===== config.mk =====
export PLATFORM = sky130hd
export DESIGN_NAME = lcd_decimal_digit_writer_unit
export DESIGN_NICKNAME = d
export VERILOG_FILES = /design/src/hdl/ldw_pkg.sv /design/src/hdl/lcd_decimal_digit_writer_unit.sv /design/src/hdl/ldw_front.sv /design/src/hdl/ldw_back.sv
export SDC_FILE = /design/constraint.sdc
export NUM_CORES = 1
export LEC_CHECK = 0
export BUFFER_PORTS_ARGS = -buffer_cell sky130_fd_sc_hd__buf_2
export CORE_UTILIZATION = 65
export CTS_BUF_LIST = sky130_fd_sc_hd__clkbuf_2
export DETAILED_ROUTE_END_ITERATION = 10
export PLACE_DENSITY = 0.93
export REMOVE_ABC_BUFFERS = 1
export SLEW_MARGIN = 15
export SYNTH_ARGS = -nofsm -noshare
export SYNTH_HDL_FRONTEND = slang
export SYNTH_SLANG_ARGS = --single-unit

===== constraint.sdc =====
create_clock -name clk_i -period 6.84 [get_ports clk_i]
set_clock_uncertainty 0.15 [all_clocks]
set_input_delay 1.368 -clock clk_i [delete_from_list [all_inputs] [get_ports clk_i]]
set_output_delay 1.368 -clock clk_i [all_outputs]
set_load 0.05 [all_outputs]

===== src/hdl/ldw_pkg.sv =====
// shared types, constants and digit lookup for the lcd digit writer
`default_nettype none

package ldw_pkg;

  // number of digit positions kept
  localparam int unsigned DigitCount = 6;
  // widths fixed by the item fields
  localparam int unsigned NumW       = 31;
  localparam int unsigned CharW      = 8;
  localparam int unsigned PosW       = 3;
  // decimal digits needed for a 31-bit value
  localparam int unsigned BcdDigits  = 10;
  localparam int unsigned BcdW       = 4 * BcdDigits;
  localparam int unsigned StepW      = $clog2(NumW);
  localparam int unsigned LeadW      = $clog2(BcdDigits);
  // output bytes: four rows of three digit pairs
  localparam int unsigned RowCount   = 4;
  localparam int unsigned PairCount  = 3;
  localparam int unsigned ByteCount  = RowCount * PairCount;
  // slots addressable by the output packing
  localparam int unsigned SlotCount  = 8;

  localparam logic [CharW-1:0] AsciiZero = 8'd48;
  localparam logic [15:0] BlankPattern   = 16'h0000;

  typedef logic [15:0] pattern_t;
  typedef logic [DigitCount-1:0][15:0] pat_arr_t;
  typedef logic [ByteCount-1:0][7:0] bytes_t;

  localparam pattern_t DigitTable [10] = '{
    16'h1551, 16'h2080, 16'h1e11, 16'h1b11, 16'h0b50,
    16'h1b41, 16'h1f41, 16'h0111, 16'h1f51, 16'h0b51
  };

  // operation codes
  typedef enum logic {
    OP_CHAR   = 1'b0,
    OP_NUMBER = 1'b1
  } op_e;

  // one classified command between front and back
  typedef struct packed {
    op_e              op;
    pattern_t         pattern;
    logic [PosW-1:0]  position;
    logic [NumW-1:0]  number;
  } cmd_t;

  // back end sequencer states
  typedef enum logic [1:0] {
    BK_IDLE,
    BK_CONV,
    BK_APPLY,
    BK_EMIT
  } back_state_e;

  // segment pattern of one decimal digit
  function automatic pattern_t digit_pattern(input logic [3:0] d);
    pattern_t p;
    p = BlankPattern;
    if (d <= 4'd9) begin
      p = DigitTable[d];
    end
    return p;
  endfunction

  // segment pattern of an ascii code, blank unless '0'..'9'
  function automatic pattern_t char_pattern(input logic [CharW-1:0] c);
    logic [CharW-1:0] off;
    pattern_t p;
    off = c - AsciiZero;
    p = BlankPattern;
    if (c >= AsciiZero && c <= AsciiZero + 8'd9) begin
      p = DigitTable[off[3:0]];
    end
    return p;
  endfunction

endpackage

`default_nettype wire


===== src/hdl/lcd_decimal_digit_writer_unit.sv =====
// top level of the lcd decimal digit writer
//
// Keeps a 16-bit segment pattern for each of six digit positions and, after
// every item, presents the twelve lcd data-register bytes (row r holds nibble
// r of each digit, even digit low, odd digit high). A character item stores
// the pattern of an ascii digit, or blank, at one position; a number item is
// converted to decimal and shown left-aligned with trailing positions blank.
// Items go through a two-entry command queue into the back end, which takes a
// queued command in the cycle after its input transfer when it is idle. A
// character item then passes the apply and emit states; a number item first
// passes the 31-step shift-add-3 converter, one input bit per cycle. The back
// end takes no new item until it has emitted its result, and it waits to emit
// while an unpopped result is held. The result register lets the back end
// start the next item while the previous result waits to be popped.
`default_nettype none

module lcd_decimal_digit_writer_unit import ldw_pkg::*; (
  input  wire logic             clk_i,
  input  wire logic             rst_ni,
  input  wire logic             push,
  output      logic             full,
  input  wire logic             op_i,
  input  wire logic [CharW-1:0] char_code_i,
  input  wire logic [PosW-1:0]  position_i,
  input  wire logic [NumW-1:0]  number_i,
  output      logic             empty,
  input  wire logic             pop,
  output      logic [7:0]       row0_digits01_o,
  output      logic [7:0]       row0_digits23_o,
  output      logic [7:0]       row0_digits45_o,
  output      logic [7:0]       row1_digits01_o,
  output      logic [7:0]       row1_digits23_o,
  output      logic [7:0]       row1_digits45_o,
  output      logic [7:0]       row2_digits01_o,
  output      logic [7:0]       row2_digits23_o,
  output      logic [7:0]       row2_digits45_o,
  output      logic [7:0]       row3_digits01_o,
  output      logic [7:0]       row3_digits23_o,
  output      logic [7:0]       row3_digits45_o
);

  logic   cmd_valid;
  logic   cmd_ready;
  cmd_t   cmd;
  logic   out_valid;
  bytes_t out_bytes;

  // front end and command queue
  ldw_front u_front (
    .clk_i       (clk_i),
    .rst_ni      (rst_ni),
    .push        (push),
    .full        (full),
    .op_i        (op_i),
    .char_code_i (char_code_i),
    .position_i  (position_i),
    .number_i    (number_i),
    .cmd_valid_o (cmd_valid),
    .cmd_ready_i (cmd_ready),
    .cmd_o       (cmd)
  );

  // back end
  ldw_back u_back (
    .clk_i       (clk_i),
    .rst_ni      (rst_ni),
    .cmd_valid_i (cmd_valid),
    .cmd_ready_o (cmd_ready),
    .cmd_i       (cmd),
    .out_valid_o (out_valid),
    .pop_i       (pop),
    .out_bytes_o (out_bytes)
  );

  // result ports
  assign empty           = !out_valid;
  assign row0_digits01_o = out_bytes[0];
  assign row0_digits23_o = out_bytes[1];
  assign row0_digits45_o = out_bytes[2];
  assign row1_digits01_o = out_bytes[3];
  assign row1_digits23_o = out_bytes[4];
  assign row1_digits45_o = out_bytes[5];
  assign row2_digits01_o = out_bytes[6];
  assign row2_digits23_o = out_bytes[7];
  assign row2_digits45_o = out_bytes[8];
  assign row3_digits01_o = out_bytes[9];
  assign row3_digits23_o = out_bytes[10];
  assign row3_digits45_o = out_bytes[11];

  // a full queue always offers a command to the back end
  a_full_has_cmd: assert property (@(posedge clk_i) disable iff (!rst_ni)
    full |-> cmd_valid)
    else $error("queue full without a pending command");

  // back end is busy right after taking a command
  a_busy_after_take: assert property (@(posedge clk_i) disable iff (!rst_ni)
    (cmd_valid && cmd_ready) |=> !cmd_ready)
    else $error("back end ready right after command transfer");

  // a new result only appears out of a busy back end
  a_result_from_work: assert property (@(posedge clk_i) disable iff (!rst_ni)
    $fell(empty) |-> $past(!cmd_ready))
    else $error("result appeared while back end was idle");

endmodule

`default_nettype wire


===== src/hdl/ldw_front.sv =====
// front end: takes items, looks up char patterns, holds a two-entry command queue
`default_nettype none

module ldw_front import ldw_pkg::*; (
  input  wire logic            clk_i,
  input  wire logic            rst_ni,
  input  wire logic            push,
  output      logic            full,
  input  wire logic            op_i,
  input  wire logic [CharW-1:0] char_code_i,
  input  wire logic [PosW-1:0] position_i,
  input  wire logic [NumW-1:0] number_i,
  output      logic            cmd_valid_o,
  input  wire logic            cmd_ready_i,
  output      cmd_t            cmd_o
);

  cmd_t       entry_q [2];
  logic       wr_ptr_q, wr_ptr_d;
  logic       rd_ptr_q, rd_ptr_d;
  logic [1:0] count_q, count_d;
  logic       in_xfer;
  logic       out_xfer;
  cmd_t       cmd_new;

  // classify the incoming item
  always_comb begin
    cmd_new.op       = op_e'(op_i);
    cmd_new.pattern  = char_pattern(char_code_i);
    cmd_new.position = position_i;
    cmd_new.number   = number_i;
  end

  assign full        = (count_q == 2'd2);
  assign cmd_valid_o = (count_q != 2'd0);
  assign cmd_o       = entry_q[rd_ptr_q];
  assign in_xfer     = push && !full;
  assign out_xfer    = cmd_valid_o && cmd_ready_i;

  // queue pointers and fill count
  always_comb begin
    wr_ptr_d = wr_ptr_q ^ in_xfer;
    rd_ptr_d = rd_ptr_q ^ out_xfer;
    count_d  = count_q;
    if (in_xfer && !out_xfer) begin
      count_d = count_q + 2'd1;
    end else if (!in_xfer && out_xfer) begin
      count_d = count_q - 2'd1;
    end
  end

  always_ff @(posedge clk_i or negedge rst_ni) begin
    if (!rst_ni) begin
      wr_ptr_q <= 1'b0;
      rd_ptr_q <= 1'b0;
      count_q  <= 2'd0;
    end else begin
      wr_ptr_q <= wr_ptr_d;
      rd_ptr_q <= rd_ptr_d;
      count_q  <= count_d;
    end
  end

  // queue storage
  always_ff @(posedge clk_i) begin
    if (in_xfer) begin
      entry_q[wr_ptr_q] <= cmd_new;
    end
  end

endmodule

`default_nettype wire


===== src/hdl/ldw_back.sv =====
// back end: decimal conversion, digit pattern store and result register
`default_nettype none

module ldw_back import ldw_pkg::*; (
  input  wire logic   clk_i,
  input  wire logic   rst_ni,
  input  wire logic   cmd_valid_i,
  output      logic   cmd_ready_o,
  input  wire cmd_t   cmd_i,
  output      logic   out_valid_o,
  input  wire logic   pop_i,
  output      bytes_t out_bytes_o
);

  back_state_e        state_q, state_d;
  cmd_t               cmd_q;
  logic [BcdW-1:0]    bcd_q;
  logic [BcdW-1:0]    bcd_adj;
  logic [NumW-1:0]    shift_q;
  logic [StepW-1:0]   step_q;
  pat_arr_t           pat_q;
  pat_arr_t           pat_num;
  logic [LeadW-1:0]   lead;
  bytes_t             out_bytes_q;
  logic               out_valid_q;
  logic               take_cmd;
  logic               conv_step;
  logic               apply_cmd;
  logic               emit;

  // pack digit nibbles into lcd row bytes, missing positions read zero
  function automatic bytes_t pack_bytes(input pat_arr_t pat);
    logic [SlotCount-1:0][15:0] ext;
    bytes_t b;
    ext = '0;
    for (int j = 0; j < DigitCount; j++) begin
      ext[j] = pat[j];
    end
    for (int r = 0; r < RowCount; r++) begin
      for (int p = 0; p < PairCount; p++) begin
        b[r*PairCount + p] = {ext[2*p+1][4*r +: 4], ext[2*p][4*r +: 4]};
      end
    end
    return b;
  endfunction

  // sequencer
  always_comb begin
    state_d     = state_q;
    cmd_ready_o = 1'b0;
    take_cmd    = 1'b0;
    conv_step   = 1'b0;
    apply_cmd   = 1'b0;
    emit        = 1'b0;
    unique case (state_q)
      BK_IDLE: begin
        cmd_ready_o = 1'b1;
        if (cmd_valid_i) begin
          take_cmd = 1'b1;
          state_d  = (cmd_i.op == OP_NUMBER) ? BK_CONV : BK_APPLY;
        end
      end
      BK_CONV: begin
        conv_step = 1'b1;
        if (step_q == '0) begin
          state_d = BK_APPLY;
        end
      end
      BK_APPLY: begin
        apply_cmd = 1'b1;
        state_d   = BK_EMIT;
      end
      BK_EMIT: begin
        if (!out_valid_q || pop_i) begin
          emit    = 1'b1;
          state_d = BK_IDLE;
        end
      end
      default: state_d = BK_IDLE;
    endcase
  end

  always_ff @(posedge clk_i or negedge rst_ni) begin
    if (!rst_ni) begin
      state_q <= BK_IDLE;
    end else begin
      state_q <= state_d;
    end
  end

  // add three to every bcd digit of five or more
  always_comb begin
    for (int k = 0; k < BcdDigits; k++) begin
      bcd_adj[4*k +: 4] = (bcd_q[4*k +: 4] >= 4'd5) ? bcd_q[4*k +: 4] + 4'd3
                                                     : bcd_q[4*k +: 4];
    end
  end

  // shift-add-3 conversion, one input bit per cycle
  always_ff @(posedge clk_i) begin
    if (take_cmd) begin
      cmd_q   <= cmd_i;
      bcd_q   <= '0;
      shift_q <= cmd_i.number;
      step_q  <= StepW'(NumW - 1);
    end else if (conv_step) begin
      bcd_q   <= {bcd_adj[BcdW-2:0], shift_q[NumW-1]};
      shift_q <= {shift_q[NumW-2:0], 1'b0};
      step_q  <= step_q - 1'b1;
    end
  end

  // most significant nonzero digit, zero shows one digit
  always_comb begin
    lead = '0;
    for (int k = 1; k < BcdDigits; k++) begin
      if (bcd_q[4*k +: 4] != 4'd0) begin
        lead = LeadW'(k);
      end
    end
  end

  // left-aligned digit placement, blank past the last digit
  always_comb begin
    logic [LeadW-1:0] idx;
    for (int j = 0; j < DigitCount; j++) begin
      idx = lead - LeadW'(j);
      if (j <= int'(lead)) begin
        pat_num[j] = digit_pattern(bcd_q[{idx, 2'b00} +: 4]);
      end else begin
        pat_num[j] = BlankPattern;
      end
    end
  end

  // digit pattern store
  always_ff @(posedge clk_i or negedge rst_ni) begin
    if (!rst_ni) begin
      pat_q <= '0;
    end else if (apply_cmd) begin
      if (cmd_q.op == OP_NUMBER) begin
        pat_q <= pat_num;
      end else begin
        for (int j = 0; j < DigitCount; j++) begin
          if (cmd_q.position == PosW'(j)) begin
            pat_q[j] <= cmd_q.pattern;
          end
        end
      end
    end
  end

  // result register
  always_ff @(posedge clk_i or negedge rst_ni) begin
    if (!rst_ni) begin
      out_valid_q <= 1'b0;
    end else if (emit) begin
      out_valid_q <= 1'b1;
    end else if (pop_i) begin
      out_valid_q <= 1'b0;
    end
  end

  always_ff @(posedge clk_i) begin
    if (emit) begin
      out_bytes_q <= pack_bytes(pat_q);
    end
  end

  assign out_valid_o = out_valid_q;
  assign out_bytes_o = out_bytes_q;

endmodule

`default_nettype wire


# After elaboration in Yosys (flattened, before gate mapping)
# Memories as Yosys holds them, arrays and structs flattened.
# Index checks and enable logic that the tools add are counted.
classes:
  n_addsub: 19
  magnitude_cmp: 30
  eq_ne: 12
  shift: 6
  muxes: 72
  bitwise: 9
  n_reduce_logical: 39
op_table:
  columns: ["cell", "n"]
  rows:
  - ["two-way mux 16 bit", 32]
  - ["variable part select 40 x 7 -> 4 bit", 6]
  - ["two-way mux 96 bit", 1]
  - ["two-way mux 31 bit", 2]
  - ["two-way mux 4 bit", 11]
  - ["greater-or-equal comparator 4 x 3 -> 1 bit, second input constant", 10]
  - ["adder 4 x 2 -> 4 bit, second input constant", 9]
  - ["nonzero test 4 bit", 9]
  - ["greater-or-equal comparator 5 bit, second input constant", 7]
  - ["inverter 4 -> 5 bit", 7]
  - ["less-or-equal comparator 4 bit, second input constant", 6]
  - ["nonzero test 2 bit", 10]
  - ["two-way mux 2 bit", 8]
  - ["two-way mux 3 bit", 5]
  - ["two-way mux 1 bit", 12]
  - ["AND reduction 2 bit", 6]
  - ["greater-or-equal comparator 8 x 6 -> 1 bit, second input constant", 1]
  - ["less-or-equal comparator 2 x 4 -> 1 bit, first input constant", 2]
  - ["less-or-equal comparator 3 x 4 -> 1 bit, first input constant", 2]
  - ["less-or-equal comparator 8 x 6 -> 1 bit, second input constant", 1]
  - ["case mux 2 bit (4 select lines)", 1]
  - ["subtractor 4 x 1 -> 4 bit, second input constant", 2]
  - ["subtractor 4 x 2 -> 4 bit, second input constant", 2]
  - ["subtractor 4 x 3 -> 4 bit, second input constant", 2]
  - ["other kinds (20)", 33]
totals:
  regBits: 295
  mem_bits_rw: 102
  mem_bits_ro: 1792
  inputBits: 47
  output_inout_bits: 98
  wordCells: 224
  n_memories: 8
memory_table:
  columns: ["name", "words", "width", "rd", "rd_clocked_by_memory_dff", "write_ports", "line_no", "rtl"]
  rows:
  - ["(name not given)", 16, 16, 1, 0, 0, "ldw_pkg.sv:63", "p = DigitTable[d];"]
  - ["(name not given)", 16, 16, 1, 0, 0, "ldw_pkg.sv:63", null]
  - ["(name not given)", 16, 16, 1, 0, 0, "ldw_pkg.sv:63", null]
  - ["(name not given)", 16, 16, 1, 0, 0, "ldw_pkg.sv:63", null]
  - ["(name not given)", 16, 16, 1, 0, 0, "ldw_pkg.sv:63", null]
  - ["(name not given)", 16, 16, 1, 0, 0, "ldw_pkg.sv:63", null]
  - ["+2 memories", null, null, null, null, null, null, null]

# Logic depth before layout (Yosys ltp)
# Gate-level depths: netlist of the first run.
depth:
  depth_word: 19
  ltp_mapped: 24
  depth_no_buf: 21

# Modules after synthesis
# Synthesis of the first run repeated with hierarchy kept, for this count alone.
unflattened:
  hier_cells: 1760
  area_unflattened_um2: 19113.3
modules_own_cells:
  columns: ["mod", "n_inst", "cells_each", "area_per_inst_um2", "seq_area_each_um2"]
  rows:
  - ["ldw_back", 1, 1564, 15499.9, 7792.5]
  - ["ldw_front", 1, 195, 3609.7, 2682.6]
  - ["lcd_decimal_digit_writer_unit", 1, 1, 3.8, 0.0]

# Worst setup path before layout of the first run
# Ideal clock, no wire load.
synth_path:
  path_type: "register to register"
  start: "reg u_back.bcd_q[21]"
  end: "reg u_back.pat_q[54] in the netlist's numbering"
  setup_ps: 126
  arrival_ps: 4403
  required_time_ps: 6564
  path_slack_ps: 2161
  stages_incl_launch_ff: 24
  path_buffers: 5
  period_less_slack_ps: 4679
  cell_sequence: "dfxtp_1 clkbuf_1 inv_1 ha_1 or3b_4 o21ai_4 nor3_4 nor2_4 buf_6 buf_6 inv_1 ha_1 or3_4 and2_4 buf_6 buf_8 a21oi_1 o22ai_1 o22ai_2 inv_2 ha_1 o21ai_1 a21oi_1 a221o_1"
synth_between:
  elab_chain_len: 15
  word_cells_on_any_way: 17
  cone_classes: "1 x add/sub; 2 x order compare; 1 x shift; 10 x mux; 1 x bitwise; 1 x reduce/logical; 1 x memory"
synth_lines:
  columns: ["item", "line_no", "rtl"]
  rows:
  - ["from (decl)", "ldw_back.sv:17", "logic [BcdW-1:0] bcd_q;"]
  - ["from (signal assigned)", "ldw_back.sv:107", "bcd_q <= {bcd_adj[BcdW-2:0], shift_q[NumW-1]};"]
  - ["nonzero test 4 bit", "ldw_back.sv:117", "if (bcd_q[4*k +: 4] != 4'd0) begin"]
  - ["two-way mux 3 bit (3 in a row)", "ldw_back.sv:117", null]
  - ["two-way mux 4 bit (2 in a row)", "ldw_back.sv:117", null]
  - ["subtractor 4 x 2 -> 4 bit", "ldw_back.sv:127", "idx = lead - LeadW'(j);"]
  - ["variable part select 40 x 7 -> 4 bit", "ldw_back.sv:129", "pat_num[j] = digit_pattern(bcd_q[{idx, 2'b00} +: 4]);"]
  - ["inverter 4 -> 5 bit (implied by the code)", "ldw_pkg.sv:63", null]
  - ["memory read (16 x 16 bit)", null, null]
  - ["two-way mux 16 bit (implied by the code) (2 in a row)", "ldw_pkg.sv:63", null]
  - ["two-way mux 16 bit", "ldw_pkg.sv:62", "if (d <= 4'd9) begin"]
  - ["two-way mux 16 bit *", "ldw_back.sv:128", "if (j <= int'(lead)) begin"]
  - ["two-way mux 96 bit *", "ldw_back.sv:141", "if (cmd_q.op == OP_NUMBER) begin"]
  - ["to (signal assigned)", "ldw_back.sv:142", "pat_q <= pat_num;"]
  - ["to (signal, indexed assignment)", "ldw_back.sv:146", "pat_q[j] <= cmd_q.pattern;"]
  - ["to (decl)", "ldw_back.sv:21", "pat_arr_t pat_q;"]
# Every way passes the cells marked *; elsewhere a longest branch is shown, timed or not. The select of a mux whose other input is x is not followed.
# A chain may end at the register's enable or synchronous reset.

# Final worst setup path of the first run
layout_path:
  start: "reg u_back.bcd_q[37]"
  end: "reg u_back.pat_q[24] in the netlist's numbering"
layout_between:
  elab_chain_len: 11
  word_cells_on_any_way: 13
  cone_classes: "1 x add/sub; 2 x order compare; 1 x shift; 6 x mux; 1 x bitwise; 1 x reduce/logical; 1 x memory"
layout_lines:
  columns: ["item", "line_no"]
  rows:
  - ["nonzero test 4 bit", "ldw_back.sv:117"]
  - ["two-way mux 4 bit", "ldw_back.sv:117"]
  - ["subtractor 4 x 1 -> 4 bit", "ldw_back.sv:127"]
  - ["variable part select 40 x 7 -> 4 bit", "ldw_back.sv:129"]
  - ["inverter 4 -> 5 bit (implied by the code)", "ldw_pkg.sv:63"]
  - ["memory read (16 x 16 bit)", null]
  - ["two-way mux 16 bit (implied by the code) (2 in a row)", "ldw_pkg.sv:63"]
  - ["two-way mux 16 bit", "ldw_pkg.sv:62"]
  - ["two-way mux 16 bit *", "ldw_back.sv:128"]
  - ["two-way mux 96 bit *", "ldw_back.sv:141"]
# Marked as above.

==> impl_metrics.toml, run 1 <==
[synthesis]
synth_top_family_by_area = "compound AO/OA/AOI/OAI gates"
synthSimpleGateAreaFrac = 0.130
ys_types = 100
muxShareOfSynthArea = 0.0773
synthCells = 1456
synth.ff_latch_count = 277
adder_and_majority_gate_portion_of_the_synthesized_area = 0.0649
mapped_area_um2 = 15400
synthesis.area_per_instance_um2 = 10.6
synth_flop_cell = "edfxtp_1"
yosys_warnings = 0
leading_post_synthesis_cells_by_cell_area = "edfxtp_1 34%, dfrtp_1 8.9%, ha_1 6.5%, mux2i_1 6.0%, dfxtp_1 5.8%"
synth_area_leader_cell = "edfxtp_1"
synth_top_area_frac = 0.344
edff_count_synth = 177
compound_cell_area_share_of_the_yosys_netlist = 0.157
fraction_of_the_yosys_area_taken_by_sequential_cells = 0.492
synth_async_sr_flop_share = 0.199
synth_xor_area_frac = 0.0148

[drt]
finalWirelength_mm = 38.1
routedWlPerCell_um = 19.7
number_of_vias_per_cell = 6.17
antenna_viol_nets_final = 0
num_vias = 11900
drc_errors = 0
dr.pass1.iters = 6
drt_iter0_drc = 1095

[clock_network]
quantity_of_gates_resized_following_cts = 0
cts_buffer_depth = 3
cts_tree = "built"
cts.hold.buffers_added = 0
clk_transition_reported_paths_ps = 100
setup_fix_buffers_added_after_clock_tree_synthesis = 0
sink_count = 277
worst_skew_pair.late_latency_ps = 880
cts.root.buffer_cell = "clkbuf_2"
cts_made_buffers = 69
cts-htree-levels = 3

[setup_path]
path_cells = "inv_1 > ha_1 > nor3b_4 > nand2_4 > inv_1 > o21a_1 > inv_2 > ha_1 > clkinv_1 > mux4_2 > a221oi_2 > ha_1 > o211ai_1 > a211o_2 > a21oi_1 > a211o_1"
timing.critical_path.arrival_ps = 6340
crit_fanout = 20
critical_path.slowest_cell = "ha_1"
cpLargestDelayFamily = "compound AO/OA/AOI/OAI gates"
critical_path_buf_inv_count = 4
worst_path_largest_cell_delay_ps = 620
cp_common_cell = "ha_1"
required_ps = 7450
critPathCaptureType = "register"
cp-start-kind = "register"
worstSetupPathType = "reg -> reg"

[global_route]
antenna_found_initial = 2
grtUsageTotal = 0.315
grt_start_max_net_pins = 70
first_global_vias = 11300
wire_length_of_the_first_global_routing_pass_mm = 59.3
grt-ovfl-total = 0

[sta]
worst_pin_slew_ps = 1120
unrepaired_setup_endpoints_after_global_routing = "no"
max_freq_ghz = 0.175
drv_slew = 0
setup_viol_count_final = 0
finalWorstPathRequiredPeriod_ps = 5730
hold-worst-slack_ps = 254
final_hold_viol_count = 0
tcrit_tclk_final = 0.838
max-slew-margin-rel = 0.248
finalSetupTns_ps = 0

[final_layout]
register_area_um2 = 7590
fillerInstances = 1617
multiInputGateArea_um2 = 6990
most-common-layout-cells = "177 x edfxtp_1, 136 x nand2_1, 110 x nor2_1, 110 x clkbuf_2, 108 x buf_2"
design.final.nets = 1683
drive_gt1_frac = 0.189
leading_cell_type_in_the_layout_fill_and_taps_excluded = "edfxtp_1"
area_growth_pct = 7.23

[die]
fp.coreArea_um2 = 23400
die_x_um = 156
initial_utilization = 0.660
num_rows = 56
fp.dieArea_um2 = 24400
num_io_pins = 145
die_h_um = 156

[pwr]
power.density_nw_per_um2 = 365
standby_leakage_power_nw = 6.83
worst_ir_drop_vdd_mv = 0.277

[placement]
place_hpwl_mm = 26.3
finalWeightedCongestion = 1.01
io_buffer_count = 108

[status]
status = "finished, final reports clean"

[job]
drv_cap = 0

[hold_path]
hp-class = "reg -> reg"
## layout make-up
cell class	instances	area share
multi-input cells	1025	0.423
flip-flops and latches	277	0.459
diodes	5	0.000756
repair buffers	118	0.0372
clock inverters	17	0.00862
well taps	319	0.0241
clock buffers	110	0.0333
inverters	65	0.0147
## logic make-up after synthesis
kind of cell,Yosys count
AND/OR/NAND/NOR,404
AO/OA/AOI/OAI,368
flip-flops,277
buffers and inverters,189
multiplexers,111
adder cells (fa/ha/maj),80
XOR/XNOR,26
other,1
## path summary, 6_finish.rpt
path                                  startpoint                endpoint  slack [ps]  cells after the start
worst max-delay path            u_back.bcd_q[37]        u_back.pat_q[24]        1110                     16
worst min-delay path             u_back.pat_q[6]  u_back.out_bytes_o[26]         250                      0
worst max register to register  u_back.bcd_q[37]        u_back.pat_q[24]        1110                     16
worst min register to register   u_back.pat_q[6]  u_back.out_bytes_o[26]         250                      0
max in group asynchronous                 rst_ni        u_front.rd_ptr_q        5520                      2
min in group asynchronous                 rst_ni        u_back.pat_q[91]         460                      2
## sequential cells by signal (all words and copies together) (netlist names)
register            count
u_back.bcd_q           40
u_back.cmd_q           12
u_back.out_bytes_o     48
u_back.out_valid_o      1
u_back.pat_q           48
u_back.shift_q         31
u_back.state_q          2
u_back.step_q           5
u_front.count_q         2
u_front.entry_q        86
u_front.rd_ptr_q        1
u_front.wr_ptr_q        1
## layer usage
metal / GRT usage / routed length (µm) / up-vias
met2: 0.514 / 18000 / 665
met5: 0 / 0 / -
li1: - / - / 5505
met1: 0.398 / 15100 / 5627
met3: 0.0683 / 3290 / 139
met4: 0.155 / 1640 / 0
## power by group
part	switching, W	internal (W)	leakage [nW]	total, W
registers	0.000259	0.00248	2.72	0.00274
clock network	0.000693	0.000508	0.524	0.00120
logic	0.00152	0.000579	3.59	0.00209
## cells in the mapped netlist (7+ instances only)
cell type  number
o211ai_1       13
a31oi_1        17
clkbuf_1       43
nor3b_1         9
o221ai_1       19
o21ai_0        99
mux2_2         12
a22oi_1         8
edfxtp_1      177
nand3_1        25
dfxtp_1        45
or3_1          10
dfrtp_1        55
a211oi_1       16
nor4_1         11
buf_6           8
mux2i_1        93
and3_1          8
buf_2          15
nand2b_1       18
xor2_1         10
xnor2_1        16
o21a_1         10
a21oi_1        83
nor3_1         22
and2_1          7
o22ai_1        13
ha_1           80
o21ai_1        19
nand4_1        12
inv_1          59
nand2_1       136
buf_4          53
nor2_1        110
o31ai_1         8
## through the flow
step / instances / util / total power (W) / setup WS, ps / cell area [µm²]
4_1_cts: 1931 / 0.707 / 0.00603 / 1170 / 16500
5_1_grt: 1932 / 0.707 / 0.00635 / 709 / 16500
3_3_place_gp: 1804 / 0.677 / 0.00468 / 1520 / 15800
3_5_place_dp: 1804 / 0.677 / 0.00481 / 1290 / 15800
6_report: 1936 / 0.707 / 0.00604 / 1110 / 16600
2_1_floorplan: 1367 / - / 0.00421 / 1310 / 14800
## worst register-to-register path, cell delays in order, from the launching register on
cell and delay (ps):
dfxtp_1 370, inv_1 120, ha_1 250, nor3b_4 560, nand2_4 230, inv_1 430
o21a_1 230, inv_2 180, ha_1 620, clkinv_1 370, mux4_2 580, a221oi_2 470
ha_1 290, o211ai_1 130, a211o_2 410, a21oi_1 130, a211o_1 110
Note: power is estimated with default switching activity, not from simulation.
==> run 2: changes to the inputs <==
--- a/config.mk
+++ b/config.mk
@@ -6,10 +6,10 @@
 export NUM_CORES = 1
 export LEC_CHECK = 0
 export BUFFER_PORTS_ARGS = -buffer_cell sky130_fd_sc_hd__buf_2
-export CORE_UTILIZATION = 65
+export CORE_UTILIZATION = 62
 export CTS_BUF_LIST = sky130_fd_sc_hd__clkbuf_2
 export DETAILED_ROUTE_END_ITERATION = 10
-export PLACE_DENSITY = 0.93
+export PLACE_DENSITY = 0.9
 export REMOVE_ABC_BUFFERS = 1
 export SLEW_MARGIN = 15
 export SYNTH_ARGS = -nofsm -noshare
==> constraint.sdc (replaced) <==
create_clock -name clk_i -period 6 [get_ports clk_i]
set_clock_uncertainty 0.15 [all_clocks]
set_input_delay 1.2 -clock clk_i [delete_from_list [all_inputs] [get_ports clk_i]]
set_output_delay 1.2 -clock clk_i [all_outputs]
set_load 0.05 [all_outputs]
==> run 2 against run 1 <==
  * Cell count about the same
  * Flip-flop and latch count did not move
  * Largest power group unchanged
  * Global-route usage is 2.7 points lower
  * Highest routed layer is now met5
  * Via count decreased by 1.1%
  * Sequential power increased by 14%
  * Routed wire length fell by 3.5%
  * Sequential share of layout area barely moved
  * Fmax rose by 8.2%
==> impl_metrics.toml, run 2 (synthesized netlist as in run 1, its figures left out) <==
[setup_path]
worstSetupPathType = "reg -> reg"
worst_r2r_path_depth = 19
timing.critical_path.arrival_ps = 5860
worstReg2RegEnd = "u_back.pat_q[54]"
cp_common_cell = "ha_1"
critical_path.slowest_cell = "o211a_1"
regToRegSetupSlack_ps = 700
cp-start-kind = "register"
crit_fanout = 22
critical_path_buf_inv_count = 4
worst_path_largest_cell_delay_ps = 460
rr_startpoint = "u_back.bcd_q[20]"
cpLargestDelayFamily = "compound AO/OA/AOI/OAI gates"
path_cells = "inv_1 > ha_1 > nor3b_2 > o211a_1 > nor3_4 > nor2_4 > buf_4 > inv_1 > ha_1 > or3_4 > nand2_1 > mux2i_1 > o22ai_1 > o22ai_2 > inv_2 > ha_1 > o21ai_1 > a21oi_1 > a221o_1"
required_ps = 6560
critPathCaptureType = "register"

[drt]
dr_wl_met3_mm = 2.81
finalWirelength_mm = 36.7
dr.max_layer_used = "met5"
drt_iter0_drc = 961
drc_errors = 0
number_of_vias_per_cell = 6.10
num_vias = 11800
routedLengthMet1_mm = 14.7
met2WireLength_mm = 17.5
antenna_viol_nets_final = 0
dr.pass1.iters = 7
routedWlPerCell_um = 19.0

[die]
die_x_um = 160
die_h_um = 160
fp.dieArea_um2 = 25500
num_io_pins = 145
initial_utilization = 0.633
num_rows = 57
fp.coreArea_um2 = 24400

[clock_network]
worst_skew_pair.late_latency_ps = 850
cts.root.buffer_cell = "clkbuf_2"
cts_buffer_depth = 3
quantity_of_gates_resized_following_cts = 0
clk_transition_reported_paths_ps = 100
cts.hold.buffers_added = 0
cts-htree-levels = 3
cts_tree = "built"
cts_made_buffers = 68
sink_count = 277
setup_fix_buffers_added_after_clock_tree_synthesis = 0

[hold_path]
hp-class = "reg -> reg"
holdPathStages = 0
hold_end = "u_back.out_bytes_o[46]"
min_from = "u_back.pat_q[86]"

[placement]
io_buffer_count = 108
finalWeightedCongestion = 0.988
place_ws_ps = 757
place_hpwl_mm = 26.0

[global_route]
antenna_found_initial = 3
grtUsageTotal = 0.289
grt_start_max_net_pins = 70
wire_length_of_the_first_global_routing_pass_mm = 58.7
first_global_vias = 11500
grt-ovfl-total = 0

[sta]
finalWorstPathRequiredPeriod_ps = 5300
finalSetupTns_ps = 0
worst_pin_slew_ps = 1110
setup_viol_count_final = 0
tcrit_tclk_final = 0.883
max-slew-margin-rel = 0.260
max_freq_ghz = 0.189
unrepaired_setup_endpoints_after_global_routing = "no"
drv_slew = 0
fin_ws_ps = 704
final_hold_viol_count = 0

[pwr]
power.density_nw_per_um2 = 408
worst_ir_drop_vdd_mv = 0.272
standby_leakage_power_nw = 6.80

[final_layout]
leading_cell_type_in_the_layout_fill_and_taps_excluded = "edfxtp_1"
registers.top_by_ff_count = "u_front.entry_q"
area_growth_pct = 7.15
most-common-layout-cells = "177 x edfxtp_1, 136 x nand2_1, 110 x nor2_1"
design.final.nets = 1685
largest_reg_flops = 86
drive_gt1_frac = 0.182
fillerInstances = 1777

[job]
drv_cap = 0

[status]
status = "finished, final reports clean"
==> run 2: cell count changes in the layout (fill, tap and decap cells not counted), sizes merged <==
cell      before  now
clkbuf       110   93
clkinv        13   24
diode          5    1
buf          118  121
clkinvlp       1    2
==> run 2: area by class of cell <==
class	instances	area, µm²	area share
clock buffers	93	465	0.0281
flip-flops and latches	277	7590	0.459
well taps	324	405	0.0245
multi-input cells	1025	6990	0.423
diodes	1	2.50	0.000151
inverters	65	244	0.0148
clock inverters	29	196	0.0119
repair buffers	121	638	0.0386
==> run 2: power breakdown <==
group | switching, W | leakage (nW) | internal (W)
combinational | 0.00168 | 3.60 | 0.000658
sequential | 0.000281 | 2.72 | 0.00283
clock | 0.000779 | 0.477 | 0.000524
total | 0.00274 | 6.80 | 0.00401
==> run 2: routing by layer <==
metal / global-route usage / vias up
met3: 0.0600 / 138
met1: 0.357 / 5596
met4: 0.156 / 4
li1: - / 5515
met5: 0 / -
met2: 0.477 / 549
==> run 2: through the flow <==
stage                     hold WS, ps  utilization  power, W  cell area (µm²)  instances
after global placement            278        0.651   0.00534            15900       1812
after CTS                         294        0.678   0.00677            16500       1934
after detailed placement          282        0.651   0.00546            15900       1812
final                             297        0.678   0.00675            16500       1935
after floorplan                   270            -   0.00480            14800       1367
after global routing              301        0.678   0.00713            16500       1935
==> run 2: how the worst max path moves through the flow <==
stage / to / cells after the start / start
5_1_grt: u_back.pat_q[92] / 19 / u_back.bcd_q[36]
2_1_floorplan: u_back.pat_q[24] / 16 / u_back.bcd_q[36]
4_1_cts: u_back.pat_q[54] / 19 / u_back.bcd_q[21]
6_report: u_back.pat_q[54] / 19 / u_back.bcd_q[20]
3_3_place_gp: u_back.pat_q[54] / 19 / u_back.bcd_q[4]
3_5_place_dp: u_back.pat_q[92] / 19 / u_back.bcd_q[36]
==> run 3: changes to the inputs <==
--- a/config.mk
+++ b/config.mk
@@ -6,10 +6,10 @@
 export NUM_CORES = 1
 export LEC_CHECK = 0
 export BUFFER_PORTS_ARGS = -buffer_cell sky130_fd_sc_hd__buf_2
-export CORE_UTILIZATION = 62
+export CORE_UTILIZATION = 65
 export CTS_BUF_LIST = sky130_fd_sc_hd__clkbuf_2
 export DETAILED_ROUTE_END_ITERATION = 10
-export PLACE_DENSITY = 0.9
+export PLACE_DENSITY = 0.93
 export REMOVE_ABC_BUFFERS = 1
 export SLEW_MARGIN = 15
 export SYNTH_ARGS = -nofsm -noshare
==> constraint.sdc (replaced) <==
create_clock -name clk_i -period 6.3 [get_ports clk_i]
set_clock_uncertainty 0.15 [all_clocks]
set_input_delay 1.26 -clock clk_i [delete_from_list [all_inputs] [get_ports clk_i]]
set_output_delay 1.26 -clock clk_i [all_outputs]
set_load 0.05 [all_outputs]
==> run 3 against run 2 <==
  * Global-route usage up 3.0 points
  * Flip-flop and latch count unchanged
  * Count of clock-buffer cells in the layout grew 8
  * Fmax about the same
  * Clock power decreased by 6%
  * First-iteration DRC count rose by 12%
  * Routed wire length grew 3.8%
  * Non-clock buffer count increased by 1
  * Highest routed layer unchanged
==> impl_metrics.toml, run 3 (synthesized netlist as in run 1, its figures left out) <==
[status]
status = "finished, final reports clean"

[setup_path]
critPathCaptureType = "register"
worst_r2r_path_depth = 16
regToRegSetupSlack_ps = 1010
cp_common_cell = "ha_1"
rr_startpoint = "u_back.bcd_q[37]"
critical_path.slowest_cell = "nor3b_4"
critical_path_buf_inv_count = 3
worstReg2RegEnd = "u_back.pat_q[16]"
crit_fanout = 20
timing.critical_path.arrival_ps = 5850
path_cells = "inv_1 > ha_1 > nor3b_4 > nand2_4 > inv_1 > o21a_1 > inv_2 > ha_1 > or3_1 > nand2_1 > nor2_1 > a221oi_2 > ha_1 > o211ai_1 > a211o_2 > o221ai_1"
cp-start-kind = "register"
worstSetupPathType = "reg -> reg"
worst_path_largest_cell_delay_ps = 520
cpLargestDelayFamily = "simple AND/OR/NAND/NOR gates"
required_ps = 6860

[pwr]
internal_power_w = 0.00380
worst_ir_drop_vdd_mv = 0.324
total_switching_power_w = 0.00264
power_switching_share = 0.410
share_clk_of_total_power = 0.190
share_comb_of_total_power = 0.350
power.density_nw_per_um2 = 390
standby_leakage_power_nw = 6.81
share_seq_of_total_power = 0.461

[hold_path]
hold_end = "u_back.out_bytes_o[72]"
min_from = "u_back.pat_q[12]"
hp-class = "reg -> reg"
holdPathStages = 0

[die]
die_h_um = 156
die_x_um = 156
fp.coreArea_um2 = 23400
num_io_pins = 145
num_rows = 56
initial_utilization = 0.660
fp.dieArea_um2 = 24400

[final_layout]
drive_gt1_frac = 0.185
registers.top_by_ff_count = "u_front.entry_q"
fin_area_um2 = 16500
layout.cells.non_filler = 1935
design.final.nets = 1687
area_growth_pct = 7.09
largest_reg_flops = 86
most-common-layout-cells = "177 x edfxtp_1, 136 x nand2_1, 110 x nor2_1"
leading_cell_type_in_the_layout_fill_and_taps_excluded = "edfxtp_1"

[placement]
finalWeightedCongestion = 0.985
instance_area_after_placement_um2 = 15900
io_buffer_count = 108
place_ws_ps = 1100
post-place-cells = 1808
place_hpwl_mm = 26.8

[clock_network]
worst_skew_pair.late_latency_ps = 840
setup_fix_buffers_added_after_clock_tree_synthesis = 0
cts_tree = "built"
cts_buffer_depth = 3
cts_made_buffers = 69
cts.root.buffer_cell = "clkbuf_2"
clk_transition_reported_paths_ps = 110
sink_count = 277
quantity_of_gates_resized_following_cts = 0
cts.hold.buffers_added = 0
cts-htree-levels = 3

[sta]
max-slew-margin-rel = 0.273
finalWorstPathRequiredPeriod_ps = 5290
tcrit_tclk_final = 0.840
fin_ws_ps = 1010
max_freq_ghz = 0.189
finalSetupTns_ps = 0
unrepaired_setup_endpoints_after_global_routing = "no"
drv_slew = 0
setup_viol_count_final = 0
worst_pin_slew_ps = 1090
final_hold_viol_count = 0

[drt]
drc_errors = 0
num_vias = 11800
finalWirelength_mm = 38.1
number_of_vias_per_cell = 6.11
drt_iter0_drc = 1072
dr.pass1.iters = 7
routedWlPerCell_um = 19.7
antenna_viol_nets_final = 0

[global_route]
met1_usage = 0.381
grt_start_max_net_pins = 70
antenna_found_initial = 3
top_usage_layer = "met2"
first_global_vias = 11400
wire_length_of_the_first_global_routing_pass_mm = 59.4
grtUsageTotal = 0.319
grt_use_met3 = 0.0778
groute.layer.met2.usage = 0.534
grt-ovfl-total = 0

[job]
drv_cap = 0
## run 3: cell count changes in the layout (fill, tap and decap cells not counted), sizes merged
cell / before / now
bufinv: 2 / 1
clkbuf: 93 / 101
buf: 121 / 122
clkinvlp: 2 / 3
inv: 66 / 63
clkinv: 24 / 23
## run 3: worst register-to-register path: stages, from the launching register on
cell and delay, ps:
dfxtp_1 360, inv_1 120, ha_1 240, nor3b_4 520, nand2_4 220, inv_1 410
o21a_1 220, inv_2 190, ha_1 310, or3_1 430, nand2_1 350, nor2_1 110
a221oi_2 500, ha_1 290, o211ai_1 120, a211o_2 420, o221ai_1 210
## run 3: how the worst max path moves through the flow
stage / startpoint / to / slack [ps] / cells past startpoint
floorplan: u_back.bcd_q[36] / u_back.pat_q[24] / 770 / 16
detailed placement: u_back.bcd_q[36] / u_back.pat_q[16] / 1100 / 16
finish: u_back.bcd_q[37] / u_back.pat_q[16] / 1010 / 16
global placement: u_back.bcd_q[36] / u_back.pat_q[24] / 1280 / 17
CTS: u_back.bcd_q[37] / u_back.pat_q[16] / 1070 / 16
global route: u_back.bcd_q[36] / u_back.pat_q[92] / 480 / 19
## run 3: cell type report
cell class | instances | area, µm²
inverter | 65 | 244
sequential | 277 | 7590
antenna | 1 | 2.50
fill | 1657 | 6870
multi-input combinational | 1025 | 6990
timing repair buffer | 122 | 646
clock buffer | 101 | 505
tap | 319 | 399
clock inverter | 25 | 145
## run 3: metal layers
metal / routed length, µm / vias up
li1: - / 5518
met1: 15000 / 5619
met2: 18500 / 555
met3: 3030 / 126
met4: 1640 / 2
met5: 13 / -
## run 3: per-stage QoR
| stage | power (W) | hold slack [ps] | util |
|---|---|---|---|
| floorplan | 0.00457 | 270 | - |
| global placement | 0.00509 | 278 | 0.678 |
| detailed placement | 0.00523 | 282 | 0.678 |
| CTS | 0.00645 | 286 | 0.706 |
| global route | 0.00679 | 308 | 0.706 |
| finish | 0.00644 | 300 | 0.706 |
## run 3: power groups by stage
stage	clock network (W)	logic (W)	registers [W]
5_1_grt	0.00133	0.00244	0.00301
6_report	0.00122	0.00225	0.00297
3_5_place_dp	0	0.00223	0.00300
2_1_floorplan	0	0.00121	0.00337
4_1_cts	0.00124	0.00225	0.00296
3_3_place_gp	0	0.00214	0.00295
